File: src/hdl/mslbs_pkg.sv
// package for the multi-slot bounded list store
// command and status codes, controller states, control structs; no dependencies
`timescale 1ns / 1ps
package mslbs_pkg;

    localparam int NUM_SLOTS_DEF = 10;
    localparam int MAX_CAP_DEF   = 15;

    typedef enum logic [2:0] {
        F_CREATE = 3'd0,
        F_APPEND = 3'd1,
        F_POP    = 3'd2,
        F_DELETE = 3'd3,
        F_READ   = 3'd4,
        F_SORTED = 3'd5,
        F_GROW   = 3'd6,
        F_COUNT  = 3'd7
    } t_func;

    typedef enum logic [3:0] {
        ST_OK        = 4'd0,
        ST_BAD_SLOT  = 4'd1,
        ST_EXISTS    = 4'd2,
        ST_NO_ROOM   = 4'd3,
        ST_BAD_SIZE  = 4'd4,
        ST_FULL      = 4'd5,
        ST_NONE      = 4'd6,
        ST_EMPTY     = 4'd7,
        ST_NOT_FOUND = 4'd8,
        ST_BAD_INC   = 4'd9
    } t_status;

    typedef enum logic [1:0] {
        K_IMM,
        K_DEL,
        K_READ,
        K_SORT
    } t_kind;

    typedef enum logic [3:0] {
        S_IDLE,
        S_DECODE,
        S_DEL_RD,
        S_DEL_CMP,
        S_SH_RD,
        S_SH_WR,
        S_RD_RD,
        S_RD_CAP,
        S_SRT_RD,
        S_SRT_CMP,
        S_SRT_EMIT,
        S_OUT_WAIT
    } t_state;

    typedef struct packed {
        logic load;
        logic decide;
        logic rd_next;
        logic del_step;
        logic del_hit;
        logic del_miss;
        logic shift_wr;
        logic del_done;
        logic cap_read;
        logic scan_cmp;
        logic emit_sorted;
        logic next_out;
    } t_cmd;

    typedef struct packed {
        t_kind kind;
        logic  match;
        logic  scan_end;
        logic  shift_end;
        logic  out_taken;
        logic  more;
    } t_stat;

endpackage

File: src/hdl/mslbs_ctrl.sv
// controller state machine for the list store
// depends on mslbs_pkg; drives datapath commands from datapath status
`timescale 1ns / 1ps
module mslbs_ctrl (
    input  logic           i_clk,
    input  logic           i_rst_n,
    input  logic           i_in_valid,
    output logic           o_in_ready,
    input  mslbs_pkg::t_stat i_stat,
    output mslbs_pkg::t_cmd  o_cmd
);
    import mslbs_pkg::*;

    t_state r_state, n_state;

    always_ff @(posedge i_clk) begin
        if (!i_rst_n) begin
            r_state <= S_IDLE;
        end else begin
            r_state <= n_state;
        end
    end

    always_comb begin
        n_state    = r_state;
        o_cmd      = '0;
        o_in_ready = 1'b0;
        unique case (r_state)
            S_IDLE: begin
                o_in_ready = 1'b1;
                if (i_in_valid) begin
                    o_cmd.load = 1'b1;
                    n_state    = S_DECODE;
                end
            end
            S_DECODE: begin
                o_cmd.decide = 1'b1;
                unique case (i_stat.kind)
                    K_IMM:   n_state = S_OUT_WAIT;
                    K_DEL:   n_state = S_DEL_RD;
                    K_READ:  n_state = S_RD_RD;
                    default: n_state = S_SRT_RD;
                endcase
            end
            S_DEL_RD: n_state = S_DEL_CMP;
            S_DEL_CMP: begin
                if (i_stat.match) begin
                    o_cmd.del_hit = 1'b1;
                    n_state       = S_SH_RD;
                end else if (i_stat.scan_end) begin
                    o_cmd.del_miss = 1'b1;
                    n_state        = S_OUT_WAIT;
                end else begin
                    o_cmd.del_step = 1'b1;
                    n_state        = S_DEL_RD;
                end
            end
            S_SH_RD: begin
                o_cmd.rd_next = 1'b1;
                if (i_stat.shift_end) begin
                    o_cmd.del_done = 1'b1;
                    n_state        = S_OUT_WAIT;
                end else begin
                    n_state = S_SH_WR;
                end
            end
            S_SH_WR: begin
                o_cmd.shift_wr = 1'b1;
                n_state        = S_SH_RD;
            end
            S_RD_RD: n_state = S_RD_CAP;
            S_RD_CAP: begin
                o_cmd.cap_read = 1'b1;
                n_state        = S_OUT_WAIT;
            end
            S_SRT_RD: n_state = S_SRT_CMP;
            S_SRT_CMP: begin
                o_cmd.scan_cmp = 1'b1;
                n_state        = i_stat.scan_end ? S_SRT_EMIT : S_SRT_RD;
            end
            S_SRT_EMIT: begin
                o_cmd.emit_sorted = 1'b1;
                n_state           = S_OUT_WAIT;
            end
            S_OUT_WAIT: begin
                if (i_stat.out_taken) begin
                    if (i_stat.more) begin
                        o_cmd.next_out = 1'b1;
                        n_state        = (i_stat.kind == K_SORT) ? S_SRT_RD : S_RD_RD;
                    end else begin
                        n_state = S_IDLE;
                    end
                end
            end
            default: n_state = S_IDLE;
        endcase
    end

    property p_load_decodes;
        @(posedge i_clk) disable iff (!i_rst_n)
            (r_state == S_IDLE && i_in_valid) |=> (r_state == S_DECODE);
    endproperty
    a_load_decodes: assert property (p_load_decodes)
        else $error("accepted item did not enter decode");

    property p_taken_last_idles;
        @(posedge i_clk) disable iff (!i_rst_n)
            (r_state == S_OUT_WAIT && i_stat.out_taken && !i_stat.more)
                |=> (r_state == S_IDLE);
    endproperty
    a_taken_last_idles: assert property (p_taken_last_idles)
        else $error("final result taken but controller not idle");

    property p_hit_shifts;
        @(posedge i_clk) disable iff (!i_rst_n)
            (r_state == S_DEL_CMP && i_stat.match) |=> (r_state == S_SH_RD);
    endproperty
    a_hit_shifts: assert property (p_hit_shifts)
        else $error("delete match did not start shift");
endmodule

File: config.mk
export PLATFORM = sky130hd
export DESIGN_NAME = mslbs_ctrl
export DESIGN_NICKNAME = d
export VERILOG_FILES = /design/src/hdl/mslbs_pkg.sv /design/src/hdl/mslbs_ctrl.sv
export SDC_FILE = /design/constraint.sdc
export NUM_CORES = 1
export LEC_CHECK = 0
export ABC_AREA = 1
export ABC_CLOCK_PERIOD_IN_PS = 3150
export BUFFER_PORTS_ARGS = -buffer_cell sky130_fd_sc_hd__clkbuf_2
export CORE_AREA = 2 2 39 41
export CTS_BUF_LIST = sky130_fd_sc_hd__clkbuf_2 sky130_fd_sc_hd__clkbuf_4 sky130_fd_sc_hd__clkbuf_8
export CTS_CLUSTER_SIZE = 25
export DETAILED_ROUTE_END_ITERATION = 6
export DIE_AREA = 0 0 41 43
export PLACE_DENSITY = 0.7
export SLEW_MARGIN = 20
export SYNTH_ARGS = -nofsm -noshare
export SYNTH_HDL_FRONTEND = slang
export SYNTH_SLANG_ARGS = --single-unit
File: constraint.sdc
create_clock -name i_clk -period 3.15 [get_ports i_clk]
set_input_delay 0.315 -clock i_clk [delete_from_list [all_inputs] [get_ports i_clk]]
set_output_delay 0.315 -clock i_clk [all_outputs]
set_load 0.01 [all_outputs]
==> results by group <==
CTS
  • TritonCTS clock tree: yes
  • Post-CTS setup buffers: 0
  • Skew-Pair Late Insertion Delay: ~0.23 ns
  • Clk slew on worst S/H paths: roughly 0.04 ns
  • CTS Buf Count: 3
  • CTS resizes: 0
  • CTS H-Tree Depth: 1
  • Cts-stage hold buffer count: 0
  • CTS root buffer: clkbuf_4
  • Sink Count: 4
  • Max clock buf depth: 2

STA
  • Fmax: 632 MHz
  • Worst slew pin tran: 0.269 ns
  • Worst hold slack: about 0.35 ns
  • Setup tns final: 0 ns
  • Setup Skew: 0.000952 ns
  • Fin. Hold Viols: 0
  • Rel. slew slack: 82.0%
  • Final worst path period share: 50.3%
  • # setup viols final: 0
  • Unrepaired setup endpoints after global routing: false
  • Tmin final: 1.58 ns
  • Final Max Tran Viols: 0

Place
  • RD Place Congestion: 0.910
  • Detailed Place HPWL: 1170 um
  • # port buffers: 22

Routing
  • DRC violations left: 0
  • Via density per instance: between 4 and 5
  • Pre-Repair DR Iteration Count: 4
  • Initial DRC count: 17
  • DR WL/cell: 9.50 um
  • Via Count: 660
  • Post-DRT Antenna Nets: 0
  • Drt total wl: 1340 um

Worst hold path
  • Worst Hold Class: in2reg
  • Worst hold start: i_rst_n
  • WHS Endpoint: r_state[3]
  • Hold path depth: 3

Worst setup path
  • Worst path arrival time: 1.27 ns
  • Data required, critical path: 2.83 ns
  • Worst r2r path cells: 8
  • Critical path peak fanout: 5
  • Reg-to-reg startpoint: r_state[0]
  • Crit end category: output pin
  • R2R Setup Slk: 1.86 ns
  • R2r endpoint: r_state[1]
  • Critical path type: reg2out
  • Type of origin of the critical path: flip-flop

Finish
  • Largest reg by FF count: r_state
  • Filler Cells Inserted: 157
  • Layout area overhead: 27.8%
  • Max reg flops: 4
  • Nets: 141
  • Largest registers: r_state x4
  • Antenna Cells: 0
  • Layout cells sized above 1: ~33%

Power
  • Seq pwr share: around 28%
  • Pwr dens: 357 nW/um^2
  • Pleak: around 0.47 nW
  • Net Sw Frac: a little over two fifths
  • Clock Power Share: 24.6%
  • VDD IR max: around 0.26 mV
  • Sw Pwr: 0.105 mW
  • Pint: 0.145 mW
  • Comb power frac: 47.7%

Yosys
  • Synth Cell Area: 549 sq um
  • Syn Area/Cell: 5.49 sq um
  • Net Count, Synth: 114
  • Seq/Total Area, Yosys: 14.6%
  • Post-synthesis sequential element count: 4
  • Synth unique cells: 18
  • Synth warn: 0
  • Synth Instances: 100

Status
  • Outcome: complete, no violations

Global route
  • Grt ovf: 0
  • First-pass GRT wire length: 2140 um
  • Initial antenna violation count: 0
  • Largest net degree at the start of global routing: 7
  • Vias in the first global route: 544
  • GRT Total Usage: ~17%

Floorplanning
  • # rows: 14
  • Die width: 41 um
  • Die Height: 43 um
  • Starting Density: 39.7%
  • IO Count: 23
  • Core Region: 1380 sq um
  • Die ar.: 1760 sq um

Job
  • Max-cap violations: 0
[cell usage after synthesis]
cell type   n  area share [%]
a21oi_1     4             3.6
and3_4      1             2.0
dfxtp_1     4              15
ha_1        4             9.1
inv_1      22              15
inv_2       4             2.7
nand2_1    25              17
nand2_2     4             4.6
nand3_1     8             7.3
nand3_2     1             1.8
nand4_1     2             2.3
nor2_1     12             8.2
nor2_2      4             4.6
nor2_4      1             2.0
nor3_2      1             1.8
nor4_1      1             1.1
o21ai_0     1            0.91
or2_0       1             1.1
[final cells by class]
| cell class | instances | area, sq um | area share, % |
|---|---|---|---|
| clock buffer | 3 | 22.5 | 3.21 |
| inverter | 26 | 97.6 | 13.9 |
| multi-input combinational | 70 | 372 | 52.9 |
| sequential | 4 | 80.1 | 11.4 |
| tap | 16 | 20.0 | 2.85 |
| timing repair buffer | 22 | 110 | 15.7 |
[power groups by stage]
stage | logic [mW] | registers (mW) | clock network (mW)
3_5_place_dp | 0.119 | 0.0702 | 0
6_report | 0.119 | 0.0695 | 0.0615
4_1_cts | 0.120 | 0.0694 | 0.0627
5_1_grt | 0.136 | 0.0707 | 0.0689
3_3_place_gp | 0.118 | 0.0697 | 0
2_1_floorplan | 0.0857 | 0.0675 | 0
[worst max-delay path, stage by stage (launching register included)]
cell and delay [ns]:
dfxtp_1 0.42, inv_1 0.12, nor2_2 0.21, nand2_1 0.11, inv_1 0.06, clkbuf_2 0.12
[per-stage QoR]
step | util (%) | power [mW] | area (sq um) | instances | setup slack [ns]
floorplan | - | 0.153 | 549 | 100 | 1.90
global placement | 49.1 | 0.188 | 679 | 138 | 1.84
detailed placement | 49.1 | 0.190 | 679 | 138 | 1.82
CTS | 50.7 | 0.252 | 702 | 141 | 1.58
global route | 50.7 | 0.275 | 702 | 141 | 1.45
finish | 50.7 | 0.251 | 702 | 141 | 1.57
[routing by layer]
| layer | track usage (%) | part of all wire (%) | vias to the layer above |
|---|---|---|---|
| met1 | 22.1 | 45 | 277 |
| met2 | 28.4 | 49 | 27 |
| li1 | - | - | 354 |
| met5 | 0 | 0 | - |
| met4 | 2.00 | 0.60 | 0 |
| met3 | 3.14 | 4.9 | 2 |
[cells by family after synthesis]
family / after synthesis / synth area share, %
flops: 4 / 14.6
fa+ha+maj: 4 / 9.11
compound gates: 5 / 4.56
buf+inv: 26 / 17.8
simple gates: 61 / 54.0
[cell usage in the layout, fill, tap and decap left out]
master / n
nand2_1: 25
inv_1: 22
clkbuf_2: 22
nor2_1: 12
nand3_1: 8
nor2_2: 4
inv_2: 4
nand2_2: 4
a21oi_1: 4
ha_1: 4
dfxtp_1: 4
clkbuf_4: 3
nand4_1: 2
nor2_4: 1
nor3_2: 1
nor4_1: 1
or2_0: 1
and3_4: 1
o21ai_0: 1
nand3_2: 1
[worst max path at each step]
stage | from | endpoint | depth (start not counted)
floorplan | r_state[1] | o_cmd[0] | 2
global placement | r_state[0] | o_cmd[2] | 5
detailed placement | r_state[1] | o_cmd[8] | 5
CTS | r_state[1] | o_cmd[8] | 5
global route | r_state[1] | o_cmd[6] | 5
finish | r_state[0] | o_cmd[2] | 5
No activity file was read; power rests on OpenSTA's default activity.
