### src/hdl/mslbs_pkg.sv
// package for the multi-slot bounded list store
// command and status codes, controller states, control structs; no dependencies
`timescale 1ns / 1ps
package mslbs_pkg;

    localparam int NUM_SLOTS_DEF = 10;
    localparam int MAX_CAP_DEF   = 15;

    typedef enum logic [2:0] {
        F_CREATE = 3'd0,
        F_APPEND = 3'd1,
        F_POP    = 3'd2,
        F_DELETE = 3'd3,
        F_READ   = 3'd4,
        F_SORTED = 3'd5,
        F_GROW   = 3'd6,
        F_COUNT  = 3'd7
    } t_func;

    typedef enum logic [3:0] {
        ST_OK        = 4'd0,
        ST_BAD_SLOT  = 4'd1,
        ST_EXISTS    = 4'd2,
        ST_NO_ROOM   = 4'd3,
        ST_BAD_SIZE  = 4'd4,
        ST_FULL      = 4'd5,
        ST_NONE      = 4'd6,
        ST_EMPTY     = 4'd7,
        ST_NOT_FOUND = 4'd8,
        ST_BAD_INC   = 4'd9
    } t_status;

    typedef enum logic [1:0] {
        K_IMM,
        K_DEL,
        K_READ,
        K_SORT
    } t_kind;

    typedef enum logic [3:0] {
        S_IDLE,
        S_DECODE,
        S_DEL_RD,
        S_DEL_CMP,
        S_SH_RD,
        S_SH_WR,
        S_RD_RD,
        S_RD_CAP,
        S_SRT_RD,
        S_SRT_CMP,
        S_SRT_EMIT,
        S_OUT_WAIT
    } t_state;

    typedef struct packed {
        logic load;
        logic decide;
        logic rd_next;
        logic del_step;
        logic del_hit;
        logic del_miss;
        logic shift_wr;
        logic del_done;
        logic cap_read;
        logic scan_cmp;
        logic emit_sorted;
        logic next_out;
    } t_cmd;

    typedef struct packed {
        t_kind kind;
        logic  match;
        logic  scan_end;
        logic  shift_end;
        logic  out_taken;
        logic  more;
    } t_stat;

endpackage

### src/hdl/mslbs_ram.sv
// generic single-write, single-read ram with registered read data
// no dependencies
`timescale 1ns / 1ps
module mslbs_ram #(
    parameter int WIDTH = 32,
    parameter int DEPTH = 150,
    parameter int AW    = (DEPTH > 1) ? $clog2(DEPTH) : 1
) (
    input  logic             i_clk,
    input  logic             i_we,
    input  logic [AW-1:0]    i_waddr,
    input  logic [WIDTH-1:0] i_wdata,
    input  logic [AW-1:0]    i_raddr,
    output logic [WIDTH-1:0] o_rdata
);
    logic [WIDTH-1:0] r_mem [DEPTH];

    always_ff @(posedge i_clk) begin
        if (i_we) begin
            r_mem[i_waddr] <= i_wdata;
        end
        o_rdata <= r_mem[i_raddr];
    end
endmodule

### src/hdl/mslbs_dp.sv
// datapath of the list store: slot tables, element ram, scan counters, result register
// depends on mslbs_pkg and mslbs_ram
`timescale 1ns / 1ps
module mslbs_dp #(
    parameter int NUM_SLOTS = mslbs_pkg::NUM_SLOTS_DEF,
    parameter int MAX_CAP   = mslbs_pkg::MAX_CAP_DEF
) (
    input  logic               i_clk,
    input  logic               i_rst_n,
    input  mslbs_pkg::t_cmd    i_cmd,
    output mslbs_pkg::t_stat   o_stat,
    input  logic [2:0]         i_func,
    input  logic [3:0]         i_slot,
    input  logic signed [5:0]  i_size_arg,
    input  logic signed [31:0] i_value,
    output logic               o_out_valid,
    input  logic               i_out_ready,
    output logic [3:0]         o_status,
    output logic signed [31:0] o_data_value,
    output logic [3:0]         o_element_count,
    output logic               o_last
);
    import mslbs_pkg::*;

    localparam int SIW   = (NUM_SLOTS > 1) ? $clog2(NUM_SLOTS) : 1;
    localparam int CW    = $clog2(MAX_CAP + 1);
    localparam int DEPTH = NUM_SLOTS * MAX_CAP;
    localparam int AW    = (DEPTH > 1) ? $clog2(DEPTH) : 1;

    // latched item
    t_func              r_func;
    logic               r_slot_ok;
    logic [SIW-1:0]     r_sidx;
    logic signed [5:0]  r_size;
    logic signed [31:0] r_value;

    logic           r_present [NUM_SLOTS];
    logic [CW-1:0]  r_cap     [NUM_SLOTS];
    logic [CW-1:0]  r_fill    [NUM_SLOTS];

    logic [CW-1:0]  r_idx, r_k;
    t_kind          r_kind;

    logic signed [31:0] r_best_val, r_prev_val;
    logic [CW-1:0]      r_best_idx, r_prev_idx;
    logic               r_best_ok, r_have_prev;

    logic               cur_present;
    logic [CW-1:0]      cur_cap, cur_fill;
    logic [AW-1:0]      base, raddr, waddr;
    logic signed [31:0] rdata, wdata;
    logic               we;

    t_status       imm_st;
    logic [CW-1:0] imm_cnt;
    t_kind         imm_kind;
    logic          upd_present, upd_cap, upd_fill;
    logic [CW-1:0] new_cap, new_fill;
    logic [7:0]    size_u, grow_cap;
    logic          gt_prev, better;

    assign cur_present = r_slot_ok ? r_present[r_sidx] : 1'b0;
    assign cur_cap     = r_slot_ok ? r_cap[r_sidx]     : '0;
    assign cur_fill    = r_slot_ok ? r_fill[r_sidx]    : '0;
    assign base        = AW'(r_sidx) * AW'(MAX_CAP);
    assign size_u      = 8'(r_size[4:0]);
    assign grow_cap    = 8'(cur_cap) + size_u;

    // result of the single-result commands, and the kind of the longer ones
    always_comb begin
        imm_st      = ST_OK;
        imm_cnt     = cur_fill;
        imm_kind    = K_IMM;
        upd_present = 1'b0;
        upd_cap     = 1'b0;
        upd_fill    = 1'b0;
        new_cap     = cur_cap;
        new_fill    = cur_fill;
        we          = 1'b0;
        if (r_func == F_GROW && r_size[5]) begin
            imm_st = ST_BAD_INC;
        end else if (!r_slot_ok) begin
            imm_st = ST_BAD_SLOT;
        end else if (r_func == F_CREATE) begin
            if (cur_present) begin
                imm_st = ST_EXISTS;
            end else if (!r_size[5] && size_u > 8'(MAX_CAP)) begin
                imm_st = ST_NO_ROOM;
            end else if (r_size[5] || r_size == 6'sd0) begin
                imm_st = ST_BAD_SIZE;
            end else begin
                upd_present = 1'b1;
                upd_cap     = 1'b1;
                upd_fill    = 1'b1;
                new_cap     = CW'(size_u);
                new_fill    = '0;
                imm_cnt     = '0;
            end
        end else if (!cur_present) begin
            imm_st = ST_NONE;
        end else begin
            case (r_func)
                F_APPEND: begin
                    if (cur_fill >= cur_cap) begin
                        imm_st = ST_FULL;
                    end else begin
                        we       = i_cmd.decide;
                        upd_fill = 1'b1;
                        new_fill = cur_fill + CW'(1);
                        imm_cnt  = new_fill;
                    end
                end
                F_POP, F_DELETE: begin
                    if (cur_fill == '0) begin
                        imm_st = ST_EMPTY;
                    end else if (r_func == F_POP) begin
                        upd_fill = 1'b1;
                        new_fill = cur_fill - CW'(1);
                        imm_cnt  = new_fill;
                    end else begin
                        imm_kind = K_DEL;
                    end
                end
                F_READ, F_SORTED: begin
                    if (cur_fill != '0) begin
                        imm_kind = (r_func == F_READ) ? K_READ : K_SORT;
                    end
                end
                F_GROW: begin
                    if (grow_cap > 8'(MAX_CAP)) begin
                        imm_st = ST_NO_ROOM;
                    end else begin
                        upd_cap = 1'b1;
                        new_cap = CW'(grow_cap);
                    end
                end
                default: ;
            endcase
        end
    end

    assign raddr = base + AW'(i_cmd.rd_next ? r_idx + CW'(1) : r_idx);
    assign waddr = i_cmd.shift_wr ? base + AW'(r_idx) : base + AW'(cur_fill);
    assign wdata = i_cmd.shift_wr ? rdata : r_value;

    mslbs_ram #(
        .WIDTH (32),
        .DEPTH (DEPTH),
        .AW    (AW)
    ) u_ram (
        .i_clk   (i_clk),
        .i_we    (we || i_cmd.shift_wr),
        .i_waddr (waddr),
        .i_wdata (wdata),
        .i_raddr (raddr),
        .o_rdata (rdata)
    );

    // sorted order: (value, index) pairs taken in ascending order, ties by position
    assign gt_prev = !r_have_prev || (rdata > r_prev_val)
                     || (rdata == r_prev_val && r_idx > r_prev_idx);
    assign better  = !r_best_ok || (rdata < r_best_val);

    always_ff @(posedge i_clk) begin
        if (i_cmd.load) begin
            r_func    <= t_func'(i_func);
            r_slot_ok <= (i_slot != 4'd0) && (8'(i_slot) <= 8'(NUM_SLOTS));
            r_sidx    <= SIW'(i_slot - 4'd1);
            r_size    <= i_size_arg;
            r_value   <= i_value;
        end
        if (i_cmd.decide) begin
            r_kind      <= imm_kind;
            r_idx       <= '0;
            r_k         <= '0;
            r_best_ok   <= 1'b0;
            r_have_prev <= 1'b0;
        end
        if (i_cmd.del_step || i_cmd.shift_wr) begin
            r_idx <= r_idx + CW'(1);
        end
        if (i_cmd.scan_cmp) begin
            if (gt_prev && better) begin
                r_best_ok  <= 1'b1;
                r_best_val <= rdata;
                r_best_idx <= r_idx;
            end
            r_idx <= r_idx + CW'(1);
        end
        if (i_cmd.emit_sorted) begin
            r_have_prev <= 1'b1;
            r_prev_val  <= r_best_val;
            r_prev_idx  <= r_best_idx;
        end
        if (i_cmd.next_out) begin
            if (r_kind == K_SORT) begin
                r_k       <= r_k + CW'(1);
                r_idx     <= '0;
                r_best_ok <= 1'b0;
            end else begin
                r_idx <= r_idx + CW'(1);
            end
        end
    end

    always_ff @(posedge i_clk) begin
        if (!i_rst_n) begin
            for (int i = 0; i < NUM_SLOTS; i++) begin
                r_present[i] <= 1'b0;
                r_cap[i]     <= '0;
                r_fill[i]    <= '0;
            end
        end else if (r_slot_ok) begin
            if (i_cmd.decide) begin
                if (upd_present) r_present[r_sidx] <= 1'b1;
                if (upd_cap)     r_cap[r_sidx]     <= new_cap;
                if (upd_fill)    r_fill[r_sidx]    <= new_fill;
            end
            if (i_cmd.del_done) begin
                r_fill[r_sidx] <= cur_fill - CW'(1);
            end
        end
    end

    // result register
    always_ff @(posedge i_clk) begin
        if (!i_rst_n) begin
            o_out_valid <= 1'b0;
        end else if (i_cmd.decide && imm_kind != K_DEL && imm_kind != K_SORT
                     && imm_kind != K_READ) begin
            o_out_valid <= 1'b1;
        end else if (i_cmd.decide && imm_kind == K_IMM) begin
            o_out_valid <= 1'b1;
        end else if (i_cmd.del_miss || i_cmd.del_done || i_cmd.cap_read
                     || i_cmd.emit_sorted) begin
            o_out_valid <= 1'b1;
        end else if (i_out_ready) begin
            o_out_valid <= 1'b0;
        end
    end

    always_ff @(posedge i_clk) begin
        if (i_cmd.decide) begin
            o_status        <= imm_st;
            o_data_value    <= '0;
            o_element_count <= 4'(imm_cnt);
            o_last          <= 1'b1;
        end
        if (i_cmd.del_miss) begin
            o_status        <= ST_NOT_FOUND;
            o_data_value    <= '0;
            o_element_count <= 4'(cur_fill);
            o_last          <= 1'b1;
        end
        if (i_cmd.del_done) begin
            o_status        <= ST_OK;
            o_data_value    <= '0;
            o_element_count <= 4'(cur_fill - CW'(1));
            o_last          <= 1'b1;
        end
        if (i_cmd.cap_read) begin
            o_status        <= ST_OK;
            o_data_value    <= rdata;
            o_element_count <= 4'(cur_fill);
            o_last          <= (r_idx + CW'(1) == cur_fill);
        end
        if (i_cmd.emit_sorted) begin
            o_status        <= ST_OK;
            o_data_value    <= r_best_val;
            o_element_count <= 4'(cur_fill);
            o_last          <= (r_k + CW'(1) == cur_fill);
        end
    end

    assign o_stat.kind      = i_cmd.decide ? imm_kind : r_kind;
    assign o_stat.match     = (rdata == r_value);
    assign o_stat.scan_end  = (r_idx + CW'(1) == cur_fill);
    assign o_stat.shift_end = (r_idx + CW'(1) >= cur_fill);
    assign o_stat.out_taken = o_out_valid && i_out_ready;
    assign o_stat.more      = !o_last;

    property p_fill_in_cap;
        @(posedge i_clk) disable iff (!i_rst_n)
            (r_slot_ok && cur_present) |-> (cur_fill <= cur_cap);
    endproperty
    a_fill_in_cap: assert property (p_fill_in_cap)
        else $error("slot fill above its capacity");

    property p_del_nonempty;
        @(posedge i_clk) disable iff (!i_rst_n)
            i_cmd.del_done |-> (cur_fill != '0);
    endproperty
    a_del_nonempty: assert property (p_del_nonempty)
        else $error("delete finished on an empty list");

    property p_read_in_range;
        @(posedge i_clk) disable iff (!i_rst_n)
            i_cmd.cap_read |-> (r_idx < cur_fill);
    endproperty
    a_read_in_range: assert property (p_read_in_range)
        else $error("read beyond slot fill");

    // the count of sorted items already emitted is below the fill when a sorted item is emitted
    property p_sorted_in_range;
        @(posedge i_clk) disable iff (!i_rst_n)
            i_cmd.emit_sorted |-> (r_k < cur_fill);
    endproperty
    a_sorted_in_range: assert property (p_sorted_in_range)
        else $error("sorted read beyond slot fill");
endmodule
### config.mk
export PLATFORM = sky130hd
export DESIGN_NAME = mslbs_dp
export DESIGN_NICKNAME = d
export VERILOG_FILES = /design/src/hdl/mslbs_pkg.sv /design/src/hdl/mslbs_ram.sv /design/src/hdl/mslbs_dp.sv
export SDC_FILE = /design/constraint.sdc
export NUM_CORES = 2
export LEC_CHECK = 0
export BUFFER_PORTS_ARGS = -buffer_cell sky130_fd_sc_hd__buf_2
export CORE_UTILIZATION = 61
export DETAILED_ROUTE_END_ITERATION = 8
export PLACE_DENSITY = 0.78
export SYNTH_ARGS = -nofsm -noshare
export SYNTH_HDL_FRONTEND = slang
export SYNTH_MEMORY_MAX_BITS = 65536
export SYNTH_SLANG_ARGS = --single-unit
### constraint.sdc
create_clock -name i_clk -period 8.7 [get_ports i_clk]
set_clock_uncertainty 0.2 [all_clocks]
set_input_delay 0.87 -clock i_clk [delete_from_list [all_inputs] [get_ports i_clk]]
set_output_delay 0.87 -clock i_clk [all_outputs]
set_load 0.01 [all_outputs]
==> results.txt <==
outcome = finished with violations
failing checks = max-capacitance violations, max-slew violations
GRT Total Usage = 0.338
critical path startpoint = r_sidx[2]$_DFFE_PP_
fin nets = 9473
max cap viols = 1
Buf/Inv on CP = 2
critical-path cell list = fa_1 > inv_1 > fa_1 > fa_1 > xnor2_1 > ha_1 > a21oi_1 > xor2_4 > buf_4 > nand2_1 > a31oi_1 > mux2i_1 > a21oi_1
drt first pass iters = 8
Slew headroom = -0.177
vias in the first global route = 103418
first-pass GRT wire length = 778000 um
sequential area share after synthesis = 0.770
area growth from synthesis to layout = 12.2%
r2r startpoint = r_sidx[2]$_DFFE_PP_
wire per inst = 39.5 um
Final Core Density = 0.687
final RePlAce weighted congestion = 0.916
clock buffer count from CTS = 475
layout cells sized above 1 = 0.294
CP arrival = 8540 ps
final hold violations = 0
critical path's slowest cell = a31oi_1
clock sinks = 5152
number of synthesized flops with an enable pin = 5094
Fillers = 18135
Slew Limit Fails = 2
Iter 0 DRT Violations = 17052
asr flop ratio synth = 0
Starting Density = 0.613
IO Port Bufs = 107
Final setup viols = 0
worst endpoint required time = 9440 ps
# DRC = 0
CP Class = register to register
Hold Path Origin = i_slot[0]
final wirelength = 556000 um
row cnt = 210
htree depth = 5
Hold Crit Class = input pin to register
die area = 331000 um2
top cells by area, synth = edfxtp_1, mux4_2, ha_1
top cell type's share of synthesized area = 0.764
most used flip-flop cell after synthesis = edfxtp_1
unrepaired setup endpoints after global routing = false
critical path's top delay family = compound AO/OA/AOI/OAI gates
clock root buffer = clkbuf_16
Avg Cell Area, Syn = 22.7 um2
Crit path top cell by count = fa_1
period utilisation layout = 0.898
clock slew at reported path FFs = 60 ps
clock tree buffer depth = 4
Yosys top cell by area = edfxtp_1
total gr overflow = 0
Synth Register Bits = 5152
Clk Latency, worst-skew pair = 1020 ps
via count = 102422
Antenna Nets Post-Route = 0
min Tclk post-route = 7810 ps
largest net degree at the start of global routing = 107
Synth cell types = 72
worst slew pin tran = 1760 ps
final std cells w/o fill = 14067
CP Max Fanout = 21
Peak Freq = 128 MHz
Startpoint Class = register
TNS Setup = 0 ps
die width = 575 um
max incr delay on CP = 1260 ps
post-cts resize count = 0
Core Area = 327000 um2
Synth warnings = 0
vias per inst = 7.28
TritonCTS clock tree = done
IO Pins = 109
placed wire-length estimate = 281000 um
Post-Syn Instances = 8817
Post-Syn Area = 200000 um2
initial antenna violation count = 36
Critical Path End Type = register
dpl cells = 13122
Net Count, Synth = 8993
Die Y = 575 um
[final timing paths]
check	to	slack [ps]	depth (start not counted)
setup reg to reg	u_ram.o_rdata[17]$_DFF_P_	890	13
hold reg to reg	r_prev_idx[2]$_DFFE_PP_	230	0
setup / recovery	u_ram.o_rdata[17]$_DFF_P_	890	13
hold / removal	register	80	2
[worst reg2reg max path, delay by kind of cell, from the launching register on]
family                     cells  cell delay (ps)
xor gates and xnor gates       2             1650
AOI/OAI and AO/OA              3             2180
buffers and inverters          2              430
and+or+nand+nor                1               80
DFF                            1              630
adders and majority gates      4             2030
muxes                          1              600
[flip-flops by register name, summed over array words and instances (netlist names), 6 cells and up, named ones only]
signal         count
o_data_value      32
r_best_val        32
r_cap             64
r_fill            64
r_present         16
r_prev_val        32
r_size             6
r_value           32
u_ram.o_rdata     32
u_ram.r_mem     4800
[per-layer routing]
metal / GRT usage / wire length (um)
met2: 0.538 / 268000
met4: 0.174 / 34500
met5: 0 / 100
met3: 0.0878 / 73300
met1: 0.436 / 180000
[layout make-up]
class	instances	area, um2	area share
Sequential cell	5152	154000	0.686
Inverter	120	450	0.00200
Tap cell	4346	5440	0.0242
Multi-Input combinational cell	3088	45300	0.202
Antenna cell	12	30.0	0.000134
Timing Repair Buffer	460	3870	0.0172
Clock buffer	585	12500	0.0554
Clock inverter	304	3050	0.0136
[Yosys cell counts (13+ instances only)]
cell and number:
mux4_2 1509, dfxtp_1 58, mux2_2 38, edfxtp_1 5094, o21ai_0 64, nor3_1 18, nor2b_1 16, xnor2_1 24
mux2i_1 85, nand4_1 17, inv_1 119, and3_1 67, ha_1 108, a21oi_1 80, xor2_1 48, buf_2 81
nor4_1 13, clkbuf_1 278, a22o_1 31, buf_1 87, a211oi_1 73, a21o_1 17, nand2_1 344, nor2_1 313
a31oi_1 70, nand3_1 34
[through the flow]
| step | hold slack, ps | setup WS [ps] | instance area, um2 |
|---|---|---|---|
| final | 76.9 | 891 | 225000 |
| after global routing | 80.8 | 790 | 225000 |
| after CTS | 10.8 | 1160 | 225000 |
| after detailed placement | 209 | 1210 | 209000 |
| after global placement | 201 | 1310 | 209000 |
| after floorplan | 200 | 2600 | 200000 |
[cells by family after synthesis]
| logic type | share of synthesized area |
|---|---|
| compound gates | 0.0129 |
| xor+xnor | 0.00315 |
| fa+ha+maj | 0.00755 |
| buf+inv | 0.0117 |
| flops | 0.770 |
| mux | 0.176 |
| simple gates | 0.0191 |
[timing repair]
action / CTS / global route
hold endpoints to repair: 43 / 0
setup buffers: 0 / 0
hold buffers: 44 / 0
[placed cells by master, fill, tap and decap left out, types with 63 or more instances in the layout]
master     Yosys  layout
edfxtp_1    5094    5094
mux4_2      1509    1509
clkbuf_16      0     477
nand2_1      344     340
buf_4          6     263
nor2_1       313     163
nor2_4         1     151
inv_1        119     119
clkinv_1       1     107
ha_1         108     107
buf_2         81     107
clkinv_2       0     101
clkbuf_1     278      97
mux2i_1       85      85
a21oi_1       80      80
a211oi_1      73      73
a31oi_1       70      70
and3_1        67      67
o21ai_0       64      63
Power is not shown: default switching activity piles up to over one toggle a cycle in this logic, so the estimate is an artifact.
